===== config.mk =====
export PLATFORM = sky130hd
export DESIGN_NAME = qpdpl_ctrl
export DESIGN_NICKNAME = d
export VERILOG_FILES = /design/src/hdl/qpdpl_pkg.sv /design/src/hdl/qpdpl_ctrl.sv
export SDC_FILE = /design/constraint.sdc
export NUM_CORES = 1
export LEC_CHECK = 0
export BUFFER_PORTS_ARGS = -buffer_cell sky130_fd_sc_hd__buf_2
export CAP_MARGIN = 25
export CORE_AREA = 2 2 39 41
export DETAILED_ROUTE_END_ITERATION = 10
export DIE_AREA = 0 0 41 43
export GPL_TIMING_DRIVEN = 1
export SKIP_LAST_GASP = 1
export SYNTH_ARGS = -nofsm -noshare
export SYNTH_HDL_FRONTEND = slang
export SYNTH_SLANG_ARGS = --single-unit

===== constraint.sdc =====
create_clock -name clk -period 1.6 [get_ports clk]
set_input_delay 0.32 -clock clk [delete_from_list [all_inputs] [get_ports clk]]
set_output_delay 0.32 -clock clk [all_outputs]
set_load 0.01 [all_outputs]

===== src/hdl/qpdpl_pkg.sv =====
// ----------------------------------------------------------------------------
// qpdpl_pkg: shared definitions for the quadrature PD position loop
// Field widths, item kinds, register indexes, reset values and the command
// and status groups between the controller and the datapath.
// ----------------------------------------------------------------------------
package qpdpl_pkg;

	localparam int COUNT_BITS_DEFAULT = 32;

	localparam int FUNC_W   = 2;
	localparam int SAMPLE_W = 10;
	localparam int SCALE_W  = 8;
	localparam int GAIN_W   = 20;
	localparam int POS_W    = 32;
	localparam int DUTY_W   = 8;
	localparam int CFG_IDX_W  = 2;
	localparam int CFG_DATA_W = 20;
	localparam int S_TDATA_W  = 16;
	localparam int M_TDATA_W  = 48;

	localparam logic [FUNC_W-1:0] FUNC_A_EDGE = 2'd0;
	localparam logic [FUNC_W-1:0] FUNC_B_EDGE = 2'd1;
	localparam logic [FUNC_W-1:0] FUNC_TICK   = 2'd2;

	localparam logic [CFG_IDX_W-1:0] CFG_TARGET_SCALE = 2'd0;
	localparam logic [CFG_IDX_W-1:0] CFG_P_GAIN       = 2'd1;
	localparam logic [CFG_IDX_W-1:0] CFG_D_GAIN       = 2'd2;

	localparam logic [SCALE_W-1:0] TARGET_SCALE_RESET = 8'd51;
	localparam logic [GAIN_W-1:0]  P_GAIN_RESET       = 20'd31291;
	localparam logic [GAIN_W-1:0]  D_GAIN_RESET       = 20'd522;

	localparam logic [DUTY_W-1:0] DUTY_MAX = 8'd255;

	typedef struct packed {
		logic accept;
		logic err_step;
		logic mul_step;
		logic fin_step;
	} cmd_t;

	typedef struct packed {
		logic tick;
	} status_t;

endpackage


===== src/hdl/qpdpl_ctrl.sv =====
// ----------------------------------------------------------------------------
// qpdpl_ctrl: sequencer of the quadrature PD position loop
// Runs the handshakes and steps the datapath through a control tick.
// ----------------------------------------------------------------------------
module qpdpl_ctrl (
	input  logic               clk,
	input  logic               arst_n,
	input  logic               s_tvalid,
	output logic               s_tready,
	output logic               m_tvalid,
	input  logic               m_tready,
	input  qpdpl_pkg::status_t status,
	output qpdpl_pkg::cmd_t    cmd
);

	localparam logic [1:0] ST_IDLE = 2'd0;
	localparam logic [1:0] ST_ERR  = 2'd1;
	localparam logic [1:0] ST_MUL  = 2'd2;
	localparam logic [1:0] ST_FIN  = 2'd3;

	logic [1:0] state_q;
	logic [1:0] state_next;
	logic       m_tvalid_q;
	logic       slot_free;
	logic       accept;
	logic       write_result;

	assign slot_free    = !m_tvalid_q || m_tready;
	assign s_tready     = (state_q == ST_IDLE) && slot_free;
	assign accept       = s_tvalid && s_tready;
	assign m_tvalid     = m_tvalid_q;

	assign cmd.accept   = accept;
	assign cmd.err_step = (state_q == ST_ERR);
	assign cmd.mul_step = (state_q == ST_MUL);
	assign cmd.fin_step = (state_q == ST_FIN) && slot_free;

	assign write_result = (accept && !status.tick) || cmd.fin_step;

	always_comb begin
		state_next = state_q;
		unique case (state_q)
			ST_IDLE: begin
				if (accept && status.tick) begin
					state_next = ST_ERR;
				end
			end
			ST_ERR: state_next = ST_MUL;
			ST_MUL: state_next = ST_FIN;
			ST_FIN: begin
				if (slot_free) begin
					state_next = ST_IDLE;
				end
			end
			default: state_next = ST_IDLE;
		endcase
	end

	always_ff @(posedge clk or negedge arst_n) begin
		if (!arst_n) begin
			state_q    <= ST_IDLE;
			m_tvalid_q <= 1'b0;
		end else begin
			state_q    <= state_next;
			m_tvalid_q <= (m_tvalid_q && !m_tready) || write_result;
		end
	end

endmodule


==> flow_summary_export.csv, run 1 <==
group,metric,value,unit
global_routing,grt_pass1_wl,710,µm
global_routing,grt_pass1_vias,188,
worst_setup_path,criticalPathCategory,"flop to output pin",
global_routing,grt_remaining_overflow,0,
synthesis,synthXorXnorAreaFrac,0,%
finish,drive_above_1_share,48.72,%
sta,min_period,1.510,ns
synthesis,synth_cell_types,15,
clock_tree,h-tree-depth,1,
clock_tree,cts_buffer_depth,2,
sta,setup_ws,0.09034,ns
place,place_ws,0.1280,ns
sta,slew-limit-headroom,86.34,%
global_routing,antenna_found_initial,0,
sta,finalHoldViolations,0,
sta,rsz0062_at_grt,"false",
worst_setup_path,critPathMaxFanout,4,
min_path,hold_path.class,"primary input to flop",
synthesis,synth.ff_latch_count,3,
floorplan,core_area,1384,µm²
drt,wl,463,µm
floorplan,floorplan.die.width,41,µm
floorplan,die_h,43,µm
synthesis,synthAdderAreaFrac,24.75,%
synthesis,synth_compound_area_share,6.931,%
drt,antenna_left,0,
clock_tree,cts_sinks,3,
sta,slew_viol_final,0,
drt,wire_per_inst,8.418,µm
finish,final_cell_mix,"buf_2, ha_1, clkbuf_4, dfrtp_1",
place,globalplace.congestion,0.6892,
place,post-dp-hpwl,382.8,µm
flow_run,drv_cap,0,
worst_setup_path,crit_required,1.28,ns
place,dp.cells,50,
drt,drc_errors,0,
sta,clock.fmax,0.6624,GHz
status,outcome,"completed",
power,finalPower,0.6735,mW
synthesis,syn_area_per_cell,10.11,µm²
finish,n_antenna_cell,0,
floorplan,initial_core_util,18.26,%
floorplan,die_area,1763,µm²
finish,final_common_cell,"buf_2",
clock_tree,path_clk_slew,0.04,ns
drt,initialDrtViolationCount,2,
synthesis,yosysSeqAreaShare,29.70,%
synthesis,syn_area,252.7,µm²
power,ir_worst_vdd,0.5597,mV
sta,fin_skew,0.002836,ns
worst_setup_path,arrival,1.19,ns
finish,area_growth,40.10,%
floorplan,rows,14,
drt,firstDrtPassIters,2,
synthesis,synthSimpleGateAreaFrac,22.77,%
synthesis,yosys_warnings,0,
sta,setup-tns-final,0,ns
clock_tree,tritoncts,"yes",
power,p_per_area,1902,nW/µm²
place,postPlaceCellArea,315.3,µm²
finish,fin_area,354.1,µm²
sta,setup_viol,0,
drt,dr_total_vias,209,
sta,tightest_slew,0.2048,ns
power,p_leak,0.1998,nW
clock_tree,cts-root-buf,"clkbuf_4",
finish,finalNonFillerCells,55,
synthesis,synthMuxAreaShare,9.901,%
synthesis,synthCells,25,
clock_tree,clk_latency,0.23,ns
worst_setup_path,cp-end-kind,"output pin",
synthesis,syn-num-nets,35,
global_routing,grt_start_max_net_pins,5,
floorplan,ios,11,
global_routing,grt_usage,6.647,%
clock_tree,numCtsBuffers,3,
sta,fin_crit_sh,94.35,%
finish,num-nets-final,50,
drt,post_drt_via_cell_ratio,3.800,
synthesis,synth_top_family_by_area,"adder cells",
place,io_buffer_count,10,
worst_setup_path,crit_path_start_kind,"flop",
-- worst paths after layout --
check                      depth (start not counted)  startpoint  slack [ns]    endpoint
max reg2reg                                        4  state_q[1]        0.13  state_q[1]
min reg2reg                                        1  state_q[1]        0.59  state_q[1]
min in group asynchronous                          2      arst_n        0.41    m_tvalid
max in group asynchronous                          2      arst_n        1.08  state_q[0]
max                                                4  state_q[0]        0.09      cmd[3]
min                                                2      status        0.32    m_tvalid
-- sequential cells by signal, summed over array words and instances, names as in the netlist --
signal,cells
m_tvalid,1
state_q,2
-- through the flow --
step	hold WS, ns	util (%)
2_1_floorplan	0.02441	-
3_5_place_dp	0.1160	22.78
6_report	0.3174	25.59
3_3_place_gp	0.1172	22.78
5_1_grt	0.3577	25.59
4_1_cts	0.3166	25.41
-- worst max-delay path: stages, from the launching register on --
cell     delay, ns
dfrtp_1       0.40
inv_2         0.10
ha_2          0.21
and3_1        0.14
buf_2         0.12
-- area by class of cell --
class	count	area, µm²
fillers	157	1030
clock buffers	4	26.28
repair buffers	11	60.06
flip-flops and latches	3	75.07
inverters	2	7.507
multi-input cells	19	165.2
well taps	16	20.02
-- power by group --
group          total [mW]  switching (mW)  internal, mW
clock network       0.132          0.0383        0.0934
logic               0.384           0.185         0.198
registers           0.158          0.0392         0.119
total               0.674           0.263         0.411
-- repair_timing --
action	in CTS	in global routing
hold endpoints to repair	3	0
hold buffers	1	0
endpoints found under the setup margin	0	2
buffers inserted	0	0
gates resized for setup	0	3
-- per-layer routing --
| layer | up-vias | part of all wire, % | global-route usage (%) |
|---|---|---|---|
| li1 | 108 | - | - |
| met1 | 92 | 42 | 8.117 |
| met2 | 9 | 45 | 7.187 |
| met3 | 0 | 12 | 3.141 |
| met4 | 0 | 0 | 8.000 |
| met5 | - | 0 | 0 |
-- synth_stat cells --
library cell	number	area, µm²
nand2_1	2	7.510
and3b_1	1	8.760
and2b_2	1	8.760
nor2_1	2	7.510
buf_4	1	7.510
mux2i_1	1	10.01
and2_1	2	12.51
o21ai_0	1	5.000
o22ai_2	1	12.51
dfrtp_1	3	75.07
nand2b_1	1	6.260
inv_1	2	7.510
mux2_4	1	15.01
ha_1	5	62.56
and3_1	1	6.260
-- cell families after synthesis --
logic type      count (synthesis)
mux                             2
simple gates                   10
buf+inv                         3
compound gates                  2
fa+ha+maj                       5
flops                           3
No activity file was read; power rests on OpenSTA's default activity.
==> inputs of run 2 (changes only) <==
--- a/config.mk
+++ b/config.mk
@@ -12,4 +12,5 @@
 export DIE_AREA = 0 0 41 43
 export GPL_TIMING_DRIVEN = 1
+export RECOVER_POWER = 25
 export SKIP_LAST_GASP = 1
 export SYNTH_ARGS = -nofsm -noshare
==> constraint.sdc (replaced) <==
create_clock -name clk -period 1.6 [get_ports clk]
set_input_delay 0.24 -clock clk [delete_from_list [all_inputs] [get_ports clk]]
set_output_delay 0.24 -clock clk [all_outputs]
set_load 0.01 [all_outputs]
==> run 2 against run 1 <==
Net effect:
- highest routed layer unchanged
- sequential share of layout area up 0.23 points
- clock power about the same
- sequential power down 3%
- critical path depth unchanged
- critical path type unchanged
- die area unchanged
- fmax up 1.2%
- clock-buffer cell count unchanged
- flip-flop and latch count unchanged
- via count unchanged
- hold slack worse by 0.077 ns
==> flow_summary_export.csv, run 2 (synthesis gave the netlist of run 1 again) <==
group,metric,value,unit
drt,initialDrtViolationCount,2,
drt,wl,457,µm
clock_tree,clk_latency,0.23,ns
place,globalplace.congestion,0.6892,
sta,min_period,1.492,ns
clock_tree,cts_buffer_depth,2,
worst_setup_path,reg2reg_slack,0.14,ns
power,p_switching,0.2573,mW
sta,tightest_slew,0.2075,ns
clock_tree,cts-resized-gates,0,
clock_tree,tritoncts,"yes",
clock_tree,cts_sinks,3,
clock_tree,path_clk_slew,0.04,ns
sta,fin_skew,0.0008319,ns
floorplan,die_area,1763,µm²
floorplan,ios,11,
power,power.internal,0.4050,mW
clock_tree,numCtsBuffers,3,
global_routing,grt_start_max_net_pins,5,
worst_setup_path,cp-end-kind,"output pin",
status,outcome,"completed",
place,io_buffer_count,10,
drt,wire_per_inst,8.309,µm
worst_setup_path,slowest_delay,0.39,ns
worst_setup_path,path_buf_inv,2,
finish,n_antenna_cell,0,
floorplan,floorplan.die.width,41,µm
power,p_leak,0.2006,nW
finish,top_register,"state_q",
global_routing,grt_remaining_overflow,0,
worst_setup_path,reg2regPathDepth,4,
drt,dr_total_vias,209,
sta,slew_viol_final,0,
min_path,hold_depth,2,
power,power.share.clock,19.6,%
drt,firstDrtPassIters,2,
drt,antenna_left,0,
global_routing,grt_pass1_vias,188,
finish,final_common_cell,"buf_2",
sta,clock.fmax,0.6703,GHz
finish,num-nets-final,50,
finish,final_cell_mix,"buf_2, ha_1, clkbuf_4, dfrtp_1",
worst_setup_path,critPathSlowestCell,"dfrtp_1",
sta,setup-tns-final,0,ns
drt,drc_errors,0,
finish,fin_area,350.3,µm²
clock_tree,h-tree-depth,1,
place,postPlaceCellArea,315.3,µm²
worst_setup_path,path_depth,4,
drt,post_drt_via_cell_ratio,3.800,
floorplan,die_h,43,µm
floorplan,core_area,1384,µm²
power,p_per_area,1890,nW/µm²
worst_setup_path,crit_path_start_kind,"flop",
clock_tree,cts-root-buf,"clkbuf_4",
global_routing,grt_usage,6.647,%
min_path,hold_path.class,"primary input to flop",
finish,largest_reg_flops,2,
worst_setup_path,crit_family,"flip-flops",
global_routing,antenna_found_initial,0,
finish,drive_above_1_share,38.46,%
worst_setup_path,crit_required,1.36,ns
sta,fin_crit_sh,93.25,%
floorplan,rows,14,
sta,setup_viol,0,
flow_run,drv_cap,0,
finish,num-fill-cells,158,
worst_setup_path,critPathMaxFanout,4,
sta,finalHoldViolations,0,
sta,rsz0062_at_grt,"false",
power,ir_worst_vdd,0.5565,mV
sta,slew-limit-headroom,86.17,%
worst_setup_path,arrival,1.25,ns
global_routing,grt_pass1_wl,710,µm
power,swShare,38.85,%
power,combPwrFrac,57.1,%
power,pwr-share-seq,23.2,%
worst_setup_path,crit_path_cell_trace,"inv_1 -> ha_1 -> and3_1 -> buf_2",
worst_setup_path,criticalPathCategory,"flop to output pin",
place,post-dp-hpwl,382.8,µm
floorplan,initial_core_util,18.26,%
finish,area_growth,38.61,%
==> run 2: area by class of cell <==
type | instances | area [µm²] | share of cell area [%]
multi-input combinational | 19 | 162.7 | 46.43
timing repair buffer | 11 | 58.81 | 16.79
sequential | 3 | 75.07 | 21.43
tap | 16 | 20.02 | 5.714
inverter | 2 | 7.507 | 2.143
clock buffer | 4 | 26.28 | 7.500
==> run 2: worst paths after layout <==
path | startpoint | end
worst max-delay path | state_q[0] | cmd[3]
worst min-delay path | status | m_tvalid
worst max register to register | state_q[0] | state_q[1]
worst min register to register | state_q[1] | state_q[1]
max in group asynchronous | arst_n | state_q[0]
min in group asynchronous | arst_n | m_tvalid
==> run 2: per-stage QoR <==
step,worst slack [ns],total power [mW],util [%],hold WS [ns],cells
after floorplan,0.2213,0.4349,-,-0.05559,25
after global placement,0.1495,0.5315,22.78,0.03719,50
after detailed placement,0.1280,0.5394,22.78,0.03603,50
after CTS,0.08043,0.6833,25.41,0.2366,55
after global routing,0.02729,0.7439,25.32,0.2778,55
final,0.1081,0.6623,25.32,0.2401,55
==> run 2: timing repair <==
action	CTS	global route
hold buffers	1	0
setup buffers	0	0
endpoints found under the hold margin	3	0
endpoints found under the setup margin	0	0
==> run 2: worst register-to-register path: stages, from the launching register on <==
cell     delay [ns]
dfrtp_1        0.39
ha_1           0.23
and3b_1        0.20
o22ai_2        0.21
mux2_4         0.32
==> run 2: power groups by stage <==
stage	Combinational, mW	Clock, mW	Sequential (mW)
after floorplan	0.280	0	0.155
after global placement	0.377	0	0.155
after global routing	0.443	0.139	0.162
after CTS	0.388	0.139	0.156
final	0.378	0.130	0.154
after detailed placement	0.383	0	0.157
==> run 2: layer usage <==
metal / GRT usage [%] / vias to the layer above / routed length (µm)
li1: - / 108 / -
met1: 8.117 / 92 / 189
met2: 7.187 / 9 / 211
met3: 3.141 / 0 / 56
met4: 8.000 / 0 / 0
met5: 0 / - / 0
==> inputs of run 3 (changes only) <==
clock period = 1.37 ns   (was 1.6 ns; I/O delays follow)
==> run 3 against run 2 <==
Net effect:
- the run now ends with setup timing left
- first-iteration DRC count rose to 2.5 times the previous value
- register-to-register slack got worse by 0.17 ns
- worst setup slack got worse by 0.14 ns
- non-clock buffer count rose by 7
- clock power rose by 18%
- combinational power rose by 94%
- critical path type is now flop to flop
- highest routed layer unchanged
==> flow_summary_export.csv, run 3 (synthesis gave the netlist of run 1 again) <==
group,metric,value,unit
floorplan,core_area,1384,µm²
sta,min_period,1.399,ns
clock_tree,path_clk_slew,0.04,ns
sta,tightest_slew,0.1862,ns
sta,finalHoldViolations,0,
place,globalplace.congestion,0.6513,
place,postPlaceCellArea,355.3,µm²
min_path,hold_path.class,"primary input to flop",
clock_tree,numCtsBuffers,3,
finish,fin_util,32.46,%
drt,wire_per_inst,8.806,µm
clock_tree,h-tree-depth,1,
floorplan,initial_core_util,18.26,%
finish,top_register,"state_q",
worst_setup_path,arrival,1.51,ns
power,p_leak,0.2363,nW
worst_setup_path,critPathMaxFanout,3,
global_routing,grt_pass1_wl,821,µm
drt,post_drt_via_cell_ratio,3.887,
drt,firstDrtPassIters,2,
sta,slew_viol_final,0,
floorplan,rows,14,
floorplan,die_h,43,µm
worst_setup_path,reg2reg_slack,-0.03,ns
clock_tree,cts_buffer_depth,2,
finish,n_antenna_cell,0,
global_routing,grt_start_max_net_pins,5,
global_routing,grt_usage,7.445,%
clock_tree,clk_latency,0.23,ns
status,violations,"setup timing",
worst_setup_path,criticalPathCategory,"flop to flop",
global_routing,grt_pass1_vias,219,
power,ir_worst_vdd,0.6206,mV
floorplan,die_area,1763,µm²
finish,area_growth,77.72,%
sta,setup_ws,-0.02891,ns
finish,fin_area,449.2,µm²
finish,final_cell_mix,"buf_2, buf_4, clkbuf_4, dfrtp_1, buf_6",
power,finalPower,1.076,mW
sta,clock.fmax,0.7148,GHz
clock_tree,tritoncts,"yes",
drt,dr_total_vias,241,
global_routing,grt_remaining_overflow,0,
sta,hold_ws,0.2008,ns
place,io_buffer_count,10,
global_routing,antenna_found_initial,0,
place,post-dp-hpwl,385.8,µm
sta,setup_viol,2,
drt,initialDrtViolationCount,5,
finish,largest_reg_flops,2,
sta,rsz0062_at_grt,"true",
sta,fin_crit_sh,102.1,%
clock_tree,cts_sinks,3,
drt,wl,546,µm
drt,drc_errors,0,
clock_tree,cts-root-buf,"clkbuf_4",
sta,fin_skew,0.001110,ns
sta,setup-tns-final,-0.04240,ns
worst_setup_path,cp-end-kind,"flop",
finish,num-nets-final,57,
floorplan,floorplan.die.width,41,µm
drt,antenna_left,0,
sta,slew-limit-headroom,87.58,%
floorplan,ios,11,
worst_setup_path,crit_path_start_kind,"flop",
finish,drive_above_1_share,60.87,%
finish,num-fill-cells,148,
finish,final_common_cell,"buf_2",
status,outcome,"complete, but fails checks",
worst_setup_path,crit_required,1.48,ns
flow_run,drv_cap,0,
power,p_per_area,2395,nW/µm²
==> run 3: changes by cell type in the layout (fill, tap and decap cells not counted), sizes merged <==
| cell | previous run | this run |
|---|---|---|
| buf | 9 | 16 |
==> run 3: cell type report <==
cell class / count / area (µm²) / share of cell area, %
timing repair buffer: 18 / 127.6 / 28.41
multi-input combinational: 19 / 192.7 / 42.90
inverter: 2 / 7.507 / 1.671
tap: 16 / 20.02 / 4.457
clock buffer: 4 / 26.28 / 5.850
sequential: 3 / 75.07 / 16.71
==> run 3: critical path, stage by stage, from the launching register on <==
cell and delay [ns]:
dfrtp_1 0.41, ha_2 0.20, and3b_1 0.17, o22ai_2 0.19
mux2_4 0.31
==> run 3: layer usage <==
metal / GRT usage, % / wire [µm]
met1: 7.767 / 240
met2: 10.00 / 274
met4: 6.000 / 0
met3: 4.712 / 31
met5: 0 / 0
==> run 3: final timing paths <==
path	cells after the start	end	startpoint
min reg2reg	3	m_tvalid	m_tvalid
min	2	m_tvalid	status
max in group asynchronous	2	state_q[0]	arst_n
max	4	state_q[1]	state_q[1]
max reg2reg	4	state_q[1]	state_q[1]
min in group asynchronous	2	m_tvalid	arst_n
==> run 3: metrics by stage <==
step | setup slack, ns | cells
6_report | -0.02891 | 62
5_1_grt | -0.08388 | 62
4_1_cts | -0.03724 | 61
3_5_place_dp | -0.03971 | 55
3_3_place_gp | -0.02241 | 55
2_1_floorplan | -0.008084 | 25
==> run 3: timing repair <==
| item | CTS | global route |
|---|---|---|
| pin swaps | 3 | 1 |
| hold buffers | 1 | 0 |
| endpoints found under the setup margin | 5 | 6 |
| hold endpoints to repair | 3 | 0 |
| buffers inserted | 1 | 1 |
| resized for setup | 3 | 7 |
==> run 3: where the power goes <==
group          internal (mW)  switching [mW]
combinational          0.441           0.293
clock                  0.109          0.0438
sequential             0.139          0.0499
